## src/rtl/core/stpc_pkg.sv

```systemverilog
`default_nettype none
package stpc_pkg;

   localparam int RawWidth = 20;
   localparam int WordWidth = 32;
   localparam int CsrDataWidth = 64;
   localparam int CsrIndexWidth = 2;
   localparam int QueueDepth = 4;
   localparam int QueueIndexWidth = 2;

   localparam logic [CsrIndexWidth-1:0] RegTempCoeffs = 2'd0;
   localparam logic [CsrIndexWidth-1:0] RegPressCoeffsA = 2'd1;
   localparam logic [CsrIndexWidth-1:0] RegPressCoeffsB = 2'd2;
   localparam logic [CsrIndexWidth-1:0] RegPressCoeffNine = 2'd3;

   localparam logic [31:0] PressOffset = 32'd64000;
   localparam logic [31:0] PressBase = 32'd32768;
   localparam logic [31:0] PressFull = 32'd1048576;
   localparam logic [31:0] PressScale = 32'd3125;
   localparam logic [31:0] TempRound = 32'd128;
   localparam logic [31:0] SignBit = 32'h80000000;

   typedef struct packed {
      logic [15:0] t1;
      logic [15:0] t2;
      logic [15:0] t3;
      logic [15:0] p1;
      logic [15:0] p2;
      logic [15:0] p3;
      logic [15:0] p4;
      logic [15:0] p5;
      logic [15:0] p6;
      logic [15:0] p7;
      logic [15:0] p8;
      logic [15:0] p9;
   } coeff_type;

   typedef struct packed {
      logic [31:0] temp;
      logic [31:0] fine;
      logic [31:0] numer;
      logic [31:0] divisor;
      logic        post_double;
      logic        valid;
   } front_item_type;

   typedef struct packed {
      logic [31:0] temp;
      logic [31:0] fine;
      logic [31:0] pressure;
      logic        valid;
   } result_type;

   function automatic logic [31:0] sx16(input logic [15:0] v);
      return {{16{v[15]}}, v};
   endfunction

   function automatic logic [31:0] mul32(input logic [31:0] x, input logic [31:0] y);
      logic [63:0] full;
      full = x * y;
      return full[31:0];
   endfunction

endpackage
`default_nettype wire

```

## src/rtl/core/stpc_queue.sv

```systemverilog
`default_nettype none
module stpc_queue (
   input  wire logic                 clock,
   input  wire logic                 reset,
   input  wire logic                 in_valid,
   output logic                      in_ready,
   input  wire stpc_pkg::front_item_type in_item,
   output logic                      out_valid,
   input  wire logic                 out_ready,
   output stpc_pkg::front_item_type  out_item
);
   localparam logic [stpc_pkg::QueueIndexWidth:0] CntFull =
      (stpc_pkg::QueueIndexWidth+1)'(stpc_pkg::QueueDepth);

   stpc_pkg::front_item_type mem_ff [stpc_pkg::QueueDepth];
   logic [stpc_pkg::QueueIndexWidth-1:0] wr_ff, rd_ff;
   logic [stpc_pkg::QueueIndexWidth:0] cnt_ff;
   logic push, pop;

   assign in_ready = cnt_ff != CntFull;
   assign out_valid = cnt_ff != '0;
   assign push = in_valid & in_ready;
   assign pop = out_valid & out_ready;
   assign out_item = mem_ff[rd_ff];

   always_ff @(posedge clock) begin
      if (reset) begin
         wr_ff <= '0;
         rd_ff <= '0;
         cnt_ff <= '0;
      end else begin
         if (push) wr_ff <= wr_ff + 1'b1;
         if (pop) rd_ff <= rd_ff + 1'b1;
         cnt_ff <= cnt_ff + (stpc_pkg::QueueIndexWidth+1)'(push)
                   - (stpc_pkg::QueueIndexWidth+1)'(pop);
      end
      if (push) mem_ff[wr_ff] <= in_item;
   end

   a_cnt: assert property (@(posedge clock) disable iff (reset)
      cnt_ff <= CntFull) else $error("queue overflow");
   a_ptr: assert property (@(posedge clock) disable iff (reset)
      (cnt_ff == '0 || cnt_ff == CntFull) |-> wr_ff == rd_ff)
      else $error("queue pointers disagree");
   a_pop: assert property (@(posedge clock) disable iff (reset)
      (pop && !push) |=> cnt_ff == $past(cnt_ff) - 1'b1) else $error("pop lost");
endmodule
`default_nettype wire

```

## config.mk

```make
export PLATFORM = sky130hd
export DESIGN_NAME = stpc_queue
export DESIGN_NICKNAME = d
export VERILOG_FILES = /design/src/rtl/core/stpc_pkg.sv /design/src/rtl/core/stpc_queue.sv
export SDC_FILE = /design/constraint.sdc
export NUM_CORES = 1
export LEC_CHECK = 0
export ABC_AREA = 1
export BUFFER_PORTS_ARGS = -buffer_cell sky130_fd_sc_hd__buf_4
export CAP_MARGIN = 20
export CORE_ASPECT_RATIO = 1.5
export CORE_MARGIN = 5
export CORE_UTILIZATION = 45
export DETAILED_ROUTE_END_ITERATION = 7
export HOLD_SLACK_MARGIN = 0.05
export MAX_ROUTING_LAYER = met4
export PLACE_DENSITY_LB_ADDON = 0.05
export SLEW_MARGIN = 20
export SYNTH_ARGS = -nofsm -noshare
export SYNTH_HDL_FRONTEND = slang
export SYNTH_SLANG_ARGS = --single-unit
export TNS_END_PERCENT = 5
```

## constraint.sdc

```tcl
create_clock -name clock -period 6.3 [get_ports clock]
set_clock_uncertainty 0.15 [all_clocks]
set_input_delay 0.315 -clock clock [delete_from_list [all_inputs] [get_ports clock]]
set_output_delay 0.315 -clock clock [all_outputs]
set_load 0.005 [all_outputs]
```

# Word level (Yosys, flattened, before mapping)
# Memories as Yosys holds them, arrays and structs flattened. A register that Yosys moved wholly into a read port is not among the register bits.
# Index checks and enable logic that the tools add are counted.
# W data, S select, Z words.
[word_totals]
ramBits = 520
output_inout_bits = 132
memories = 1
regBits = 7
input_bits = 134
elab_cells = 16
[memory_table]
columns = ["memory", "words", "width", "rd", "rd_clocked_by_memory_dff", "wr", "line_no", "text"]
rows = [
  ["mem_ff", 4, 130, 1, 1, 1, "stpc_queue.sv:15", "stpc_pkg::front_item_type mem_ff [stpc_pkg::QueueDepth];"],
]
[classes]
bitwise = 2
n_eq_ne = 1
n_reduce_logical = 1
n_addsub = 4
muxes = 4
[ops]
columns = ["cell", "n"]
rows = [
  ["$add A2 B1 Y2 const B", 2],
  ["$mux W2", 2],
  ["$add A3 B1 Y3", 1],
  ["$ne A3 B3 Y1 const B", 1],
  ["$reduce_bool A3 Y1", 1],
  ["$sub A3 B1 Y3", 1],
  ["$and A1 B1 Y1", 2],
  ["$mux W1", 2],
]

# Longest topological paths before layout
# Gate-level depths: netlist of run 1.
[logic_depth]
depth_word = 4
mapped_depth = 10
ltp_nobuf = 10

# Least setup slack after synthesis of run 1
# OpenSTA, ideal clock, no wires.
[synth_path]
path_kind = "reg2reg"
startpoint = "reg cnt_ff[1] in the netlist's numbering"
endpoint = "mem mem_ff[0][0] in the netlist's numbering, enable pin"
arrival_ps = 6157
stages_incl_launch_ff = 5
synth_period_minus_slack_ps = 6928
path_buffers = 0
slack_ps = -628
required_ps = 5529
path_cell_list = "dfxtp_1 > nor2_1 > nand2_1 > nand2_1 > nor2_1"
[synth_between]
elab_chain_len = 4
[synth_lines]
columns = ["element", "line_no", "text"]
rows = [
  ["start, declared", "stpc_queue.sv:17", "logic [stpc_pkg::QueueIndexWidth:0] cnt_ff;"],
  ["start signal, assigned", "stpc_queue.sv:34", "cnt_ff <= cnt_ff + (stpc_pkg::QueueIndexWidth+1)'(push)"],
  ["$ne A3 B3 Y1", "stpc_queue.sv:20", "assign in_ready = cnt_ff != CntFull;"],
  ["named net in_ready", "stpc_queue.sv:6", "output logic in_ready,"],
  ["$and A1 B1 Y1", "stpc_queue.sv:22", "assign push = in_valid & in_ready;"],
  ["$mux W1", "stpc_queue.sv:37", "if (push) mem_ff[wr_ff] <= in_item;"],
  ["$mux W1 (implied by the code)", "stpc_queue.sv:37", ""],
  ["end, declared", "stpc_queue.sv:15", ""],
]
# The timed path passes the listed nets, and every way through them passes these cells.

==> results of run 1 <==
==> sequential cells by signal (all words and copies together) (netlist names), named ones only <==
signal	flops
mem_ff	520
cnt_ff	3
rd_ff	2
wr_ff	2
==> report_power, final <==
group / internal (mW) / switching [mW] / leakage (nW)
Combinational: 0.893 / 1.30 / 3.14
Sequential: 4.29 / 0.131 / 4.84
Clock: 1.76 / 1.23 / 0.797
Total: 6.94 / 2.66 / 8.78
==> worst max-delay path: stages (launching register included) <==
cell and delay [ns]:
dfxtp_4 0.71, buf_4 0.48, buf_4 0.63, o21ai_0 0.19, o22ai_1 0.35, buf_4 0.18
==> area by class of cell <==
type / count / area, um2
antenna: 6 / 15.0
clock buffer: 59 / 1310
clock inverter: 31 / 324
fill: 3480 / 18500
inverter: 16 / 83.8
multi-input combinational: 692 / 3360
sequential: 529 / 15800
tap: 576 / 721
timing repair buffer: 409 / 3470
==> kinds of logic (layout without fill, tap and decap cells) <==
kind of cell,Yosys count,in the layout,synth area share (%)
other,0,6,0
AO/OA/AOI/OAI,397,397,10.9
flip-flops,529,529,79.9
adder cells (fa/ha/maj),7,7,0.481
AND/OR/NAND/NOR,288,288,5.49
buffers and inverters,101,515,3.18
==> per-layer routing <==
metal	part of all wire (%)	up-vias	global-route usage [%]
met4	2.5	0	5.48
met1	41	6029	23.7
met2	51	310	32.9
met3	5.3	71	3.64
met5	0	-	-
li1	-	5743	-
==> through the flow <==
stage | total power [mW] | cell area, um2 | TNS (ns) | util [%]
6_report | 9.59 | 25100 | 0 | 57.5
5_1_grt | 10.1 | 25100 | 0 | 57.5
3_3_place_gp | 6.64 | 22100 | 0 | 50.6
3_5_place_dp | 6.67 | 22100 | 0 | 50.7
2_1_floorplan | 5.65 | 19800 | -326.71 | -
4_1_cts | 9.73 | 25100 | 0 | 57.5
==> worst paths after layout <==
path / startpoint / to / slack [ns] / depth (start not counted)
worst min register to register: rd_ff[0] / rd_ff[0] / 0.34 / 2
worst max register to register: cnt_ff[1] / mem_ff[0][0] / 3.28 / 5
worst min-delay path: reset / cnt_ff[1] / 0.33 / 3
worst max-delay path: register / out_item[53] / 2.69 / 5
==> placed cells by master, fill, tap and decap left out, types with 8 or more instances in the layout <==
cell type | synthesis | routed
dlygate4sd3_1 | 0 | 133
o22ai_1 | 130 | 130
o21ai_1 | 70 | 70
edfxtp_1 | 520 | 520
clkbuf_16 | 0 | 51
buf_4 | 1 | 271
clkbuf_1 | 40 | 8
inv_1 | 14 | 14
nand2_1 | 12 | 12
clkinv_2 | 0 | 8
clkinv_1 | 0 | 13
nor2_1 | 273 | 269
o21ai_0 | 191 | 191
==> timing repair <==
action / in CTS / in global routing
gates resized for setup: 0 / 0
hold endpoints to repair: 529 / 0
hold buffers: 133 / 0
==> out/metrics.cfg, run 1 <==
[setup_path]
required_ns = 5.83
critPathKind = register to output pin
path_max_fanout = 53
crit_arrival_ns = 3.15
crit_path_end_kind = output pin
startpoint_type = register

[yosys]
synth_flop_cell = edfxtp_1
ys_types = 22
async_reset_ff_share_pct = 0
synth_nets = 1463
synth-seq-cells = 529
synth_most_common_cell = edfxtp_1
syn_avg_cell_area_um2 = 14.9
netlist_area_um2 = 19800
yosys.area.top_type = edfxtp_1
seq_area_frac_synth_pct = 79.9
synth.area.top_cells = edfxtp_1 79%, nor2_1 5.2%, o21ai_0 4.8%, o22ai_1 4.1%, o21ai_1 1.8%
yosys_warnings = 0
synth_edf_count = 520
yosysTopAreaCellShare_pct = 79.0
synth_cells = 1322
synthTopCellsByCount = 520 x edfxtp_1, 273 x nor2_1, 191 x o21ai_0, 130 x o22ai_1, 70 x o21ai_1

[cts]
htree_levels = 2
cts_tree = done
cts_root_buf = clkbuf_16
path_clk_slew_ns = 0.06
insertion_delay_ns = 0.56
clk_path_buf_depth = 3
numCtsBuffers = 49
cts_sinks = 529
cts_setup_buffers = 0

[timing]
drv_slew = 0
hold_viol = 0
setup_ws_ns = 2.69
rsz0062_at_grt = false
min_period_ns = 3.61
relSlewSlack_pct = 25.4
setup_viol = 0
fin_crit_sh_pct = 57.4
tightest_slew_ns = 1.12
holdWs_ns = 0.329
fmax_mhz = 277

[placed_design]
place_inst = 2089
gp_congestion = 0.752
portBuffers = 265
hpwl_mm = 24.5
pre_cts_slack_ns = 3.18

[job]
drv_cap = 0

[route]
drc = 0
via_count = 12200
ant_nets = 0
wl_per_cell_um = 19.9
first_pass_iters = 5
viasPerCell = 5.24
wirelength_mm = 46.1
drtIter0Drc = 677

[floorplanning]
placementRows = 94
die_h_um = 267
die_area_um2 = 48300
core_area_um2 = 43600
die_w_um = 181
io_pins = 266
start_util_pct = 45.3

[finish]
area_delta_synth_final_pct = 27.0
drive_gt1_share_pct = 20.3
stdcell_count = 2318
layout.nets = 1838

[global_routing]
first_global_vias = 12400
grt_usage_pct = 19.3
grt_pass1_wl_mm = 71.4
antenna_found_initial = 6
globalRoute.totalOverflow = 0
grt_max_degree = 261

[power]
p_per_area_nw_per_um2 = 382
ir_drop_mv = 0.272
p_leak_nw = 8.78

[outcome]
outcome = finished clean

[hold_path]
min_path_type = input port to register

Power figures use the tool's default switching activity.
==> run 2: changes to the inputs <==
Clock period 6.3 ns to 3.1 ns, I/O delays scaled along.
==> run 2 against run 1 <==
Largest power group unchanged; non-clock buffer count is 30 higher; cell area grew 1.6%; clock power increased by 98%; sequential share of layout area down 0.98 points; largest cell class unchanged; combinational power rose by 120%; critical path depth did not move.
==> out/metrics.cfg, run 2 (synthesized netlist as in run 1, its figures left out) <==
[timing]
relSlewSlack_pct = 34.8  ; +9.4 points
hold_viol = 0  ; unchanged
fmax_mhz = 357
min_period_ns = 2.80
drv_slew = 0  ; unchanged
setup_viol = 0  ; unchanged
rsz0062_at_grt = false
setup_tns_ns = 0  ; unchanged
tightest_slew_ns = 0.978  ; -0.141 ns
fin_crit_sh_pct = 90.3
setup_ws_ns = 0.299  ; -2.39 ns

[finish]
fill_cells = 3507  ; +0.78%
layout_commonest_cell = edfxtp_1
drive_gt1_share_pct = 21.8  ; +1.5 points
final_cell_mix = 520 x edfxtp_1, 283 x buf_4, 268 x nor2_1
layout.nets = 1868  ; +1.6%
area_delta_synth_final_pct = 29.0
utilization_pct = 58.4  ; +0.92 points
top_regs = mem_ff: 520 flops, cnt_ff: 3 flops
postLayoutCellArea_um2 = 25500  ; +1.6%
regMostFlops = mem_ff
largest_reg_flops = 520  ; unchanged
stdcell_count = 2344  ; +1.1%

[placed_design]
portBuffers = 265  ; unchanged
hpwl_mm = 27.0  ; +11%
dpl_cell_area_um2 = 22600  ; +2.1%
pre_cts_slack_ns = 0.813  ; -2.37 ns
gp_congestion = 0.742  ; -1.4%
place_inst = 2119  ; +1.4%

[hold_path]
min_path_type = input port to register

[power]
ir_drop_mv = 0.747  ; +170%
p_per_area_nw_per_um2 = 767  ; +100%
p_leak_nw = 8.97  ; +2.2%

[floorplanning]
start_util_pct = 45.3  ; unchanged
die_w_um = 181  ; unchanged
io_pins = 266  ; unchanged
die_area_um2 = 48300  ; unchanged
placementRows = 94  ; unchanged
core_area_um2 = 43600  ; unchanged
die_h_um = 267  ; unchanged

[setup_path]
required_ns = 2.79  ; -3.04 ns
crit_path_end_kind = output pin
critPathKind = register to output pin
startpoint_type = register
path_max_fanout = 79  ; +49%
crit_arrival_ns = 2.50  ; -0.65 ns

[job]
drv_cap = 0  ; unchanged

[global_routing]
globalRoute.totalOverflow = 0  ; unchanged
grt_usage_pct = 19.4  ; +0.058 points
grt_pass1_wl_mm = 70.9  ; -0.69%
grt_max_degree = 141  ; -46%
antenna_found_initial = 2  ; -4
first_global_vias = 12300  ; -0.85%

[cts]
cts_tree = done
cts_resized = 0  ; unchanged
insertion_delay_ns = 0.55  ; about the same
htree_levels = 2  ; unchanged
path_clk_slew_ns = 0.06  ; about the same
clk_path_buf_depth = 3  ; unchanged
cts_root_buf = clkbuf_16
numCtsBuffers = 49  ; unchanged
cts_sinks = 529  ; unchanged

[route]
wirelength_mm = 47.0  ; +2.0%
drc = 0  ; unchanged
first_pass_iters = 5  ; unchanged
viasPerCell = 5.26  ; +0.26%
ant_nets = 0  ; unchanged
via_count = 12300  ; +1.4%
wl_per_cell_um = 20.1  ; +0.84%
drtIter0Drc = 599  ; -12%

[outcome]
outcome = finished clean

## run 2: cell count changes in the layout (fill, tap and decap cells not counted), moves of 2 or more
| cell | previous run | this run |
|---|---|---|
| buf_12 | 4 | 23 |
| nand2_1 | 12 | 10 |
| buf_4 | 271 | 283 |
| clkbuf_1 | 8 | 11 |
| dfxtp_1 | 7 | 5 |
| bufinv_16 | 7 | 5 |
| diode_2 | 6 | 2 |
## run 2: where the power goes
part / switching [mW] / internal [mW] / total [mW]
sequential: 0.187 / 8.70 / 8.89
combinational: 2.76 / 1.99 / 4.76
clock: 2.50 / 3.41 / 5.92
total: 5.45 / 14.1 / 19.6
## run 2: critical path: stages, from the launching register on
cell and delay [ns]:
dfxtp_4 0.44, inv_4 0.08, buf_4 0.75, o21ai_0 0.20, o22ai_1 0.28, buf_4 0.17
## run 2: layout make-up
type / instances / area, um2 / area share (%)
Inverter: 16 / 75.1 / 0.294
Antenna cell: 2 / 5.00 / 0.0196
Clock inverter: 28 / 255 / 1.00
Timing Repair Buffer: 439 / 3920 / 15.4
Tap cell: 576 / 721 / 2.83
Multi-Input combinational cell: 692 / 3400 / 13.3
Sequential cell: 529 / 15800 / 62.0
Clock buffer: 62 / 1320 / 5.17
## run 2: what timing repair did
item | 4_1_cts | 5_1_grt
setup endpoints to repair | 0 | 0
hold buffers | 133 | 0
hold endpoints to repair | 544 | 0
buffers inserted | 0 | 0
## run 2: final timing paths
path	end	from	cells after the start	slack, ns
worst max-delay path	out_item[53]	register	5	0.30
worst min-delay path	cnt_ff[1]	reset	3	0.15
worst max register to register	mem_ff[3][92]	cnt_ff[1]	5	0.96
worst min register to register	rd_ff[0]	rd_ff[0]	2	0.34
## run 2: per-layer routing
| metal | up-vias | global-route usage, % | wire [um] |
|---|---|---|---|
| li1 | 5806 | - | - |
| met1 | 6113 | 23.8 | 19300 |
| met2 | 314 | 32.6 | 23900 |
| met3 | 88 | 3.63 | 2380 |
| met4 | 0 | 6.56 | 1460 |
| met5 | - | - | 0 |
## run 2: stage by stage
step                power, mW  hold WS, ns
finish                   19.6        0.150
global route             20.5        0.138
CTS                      19.8        0.126
detailed placement       13.8        0.186
global placement         13.7        0.188
floorplan                11.4       0.0621
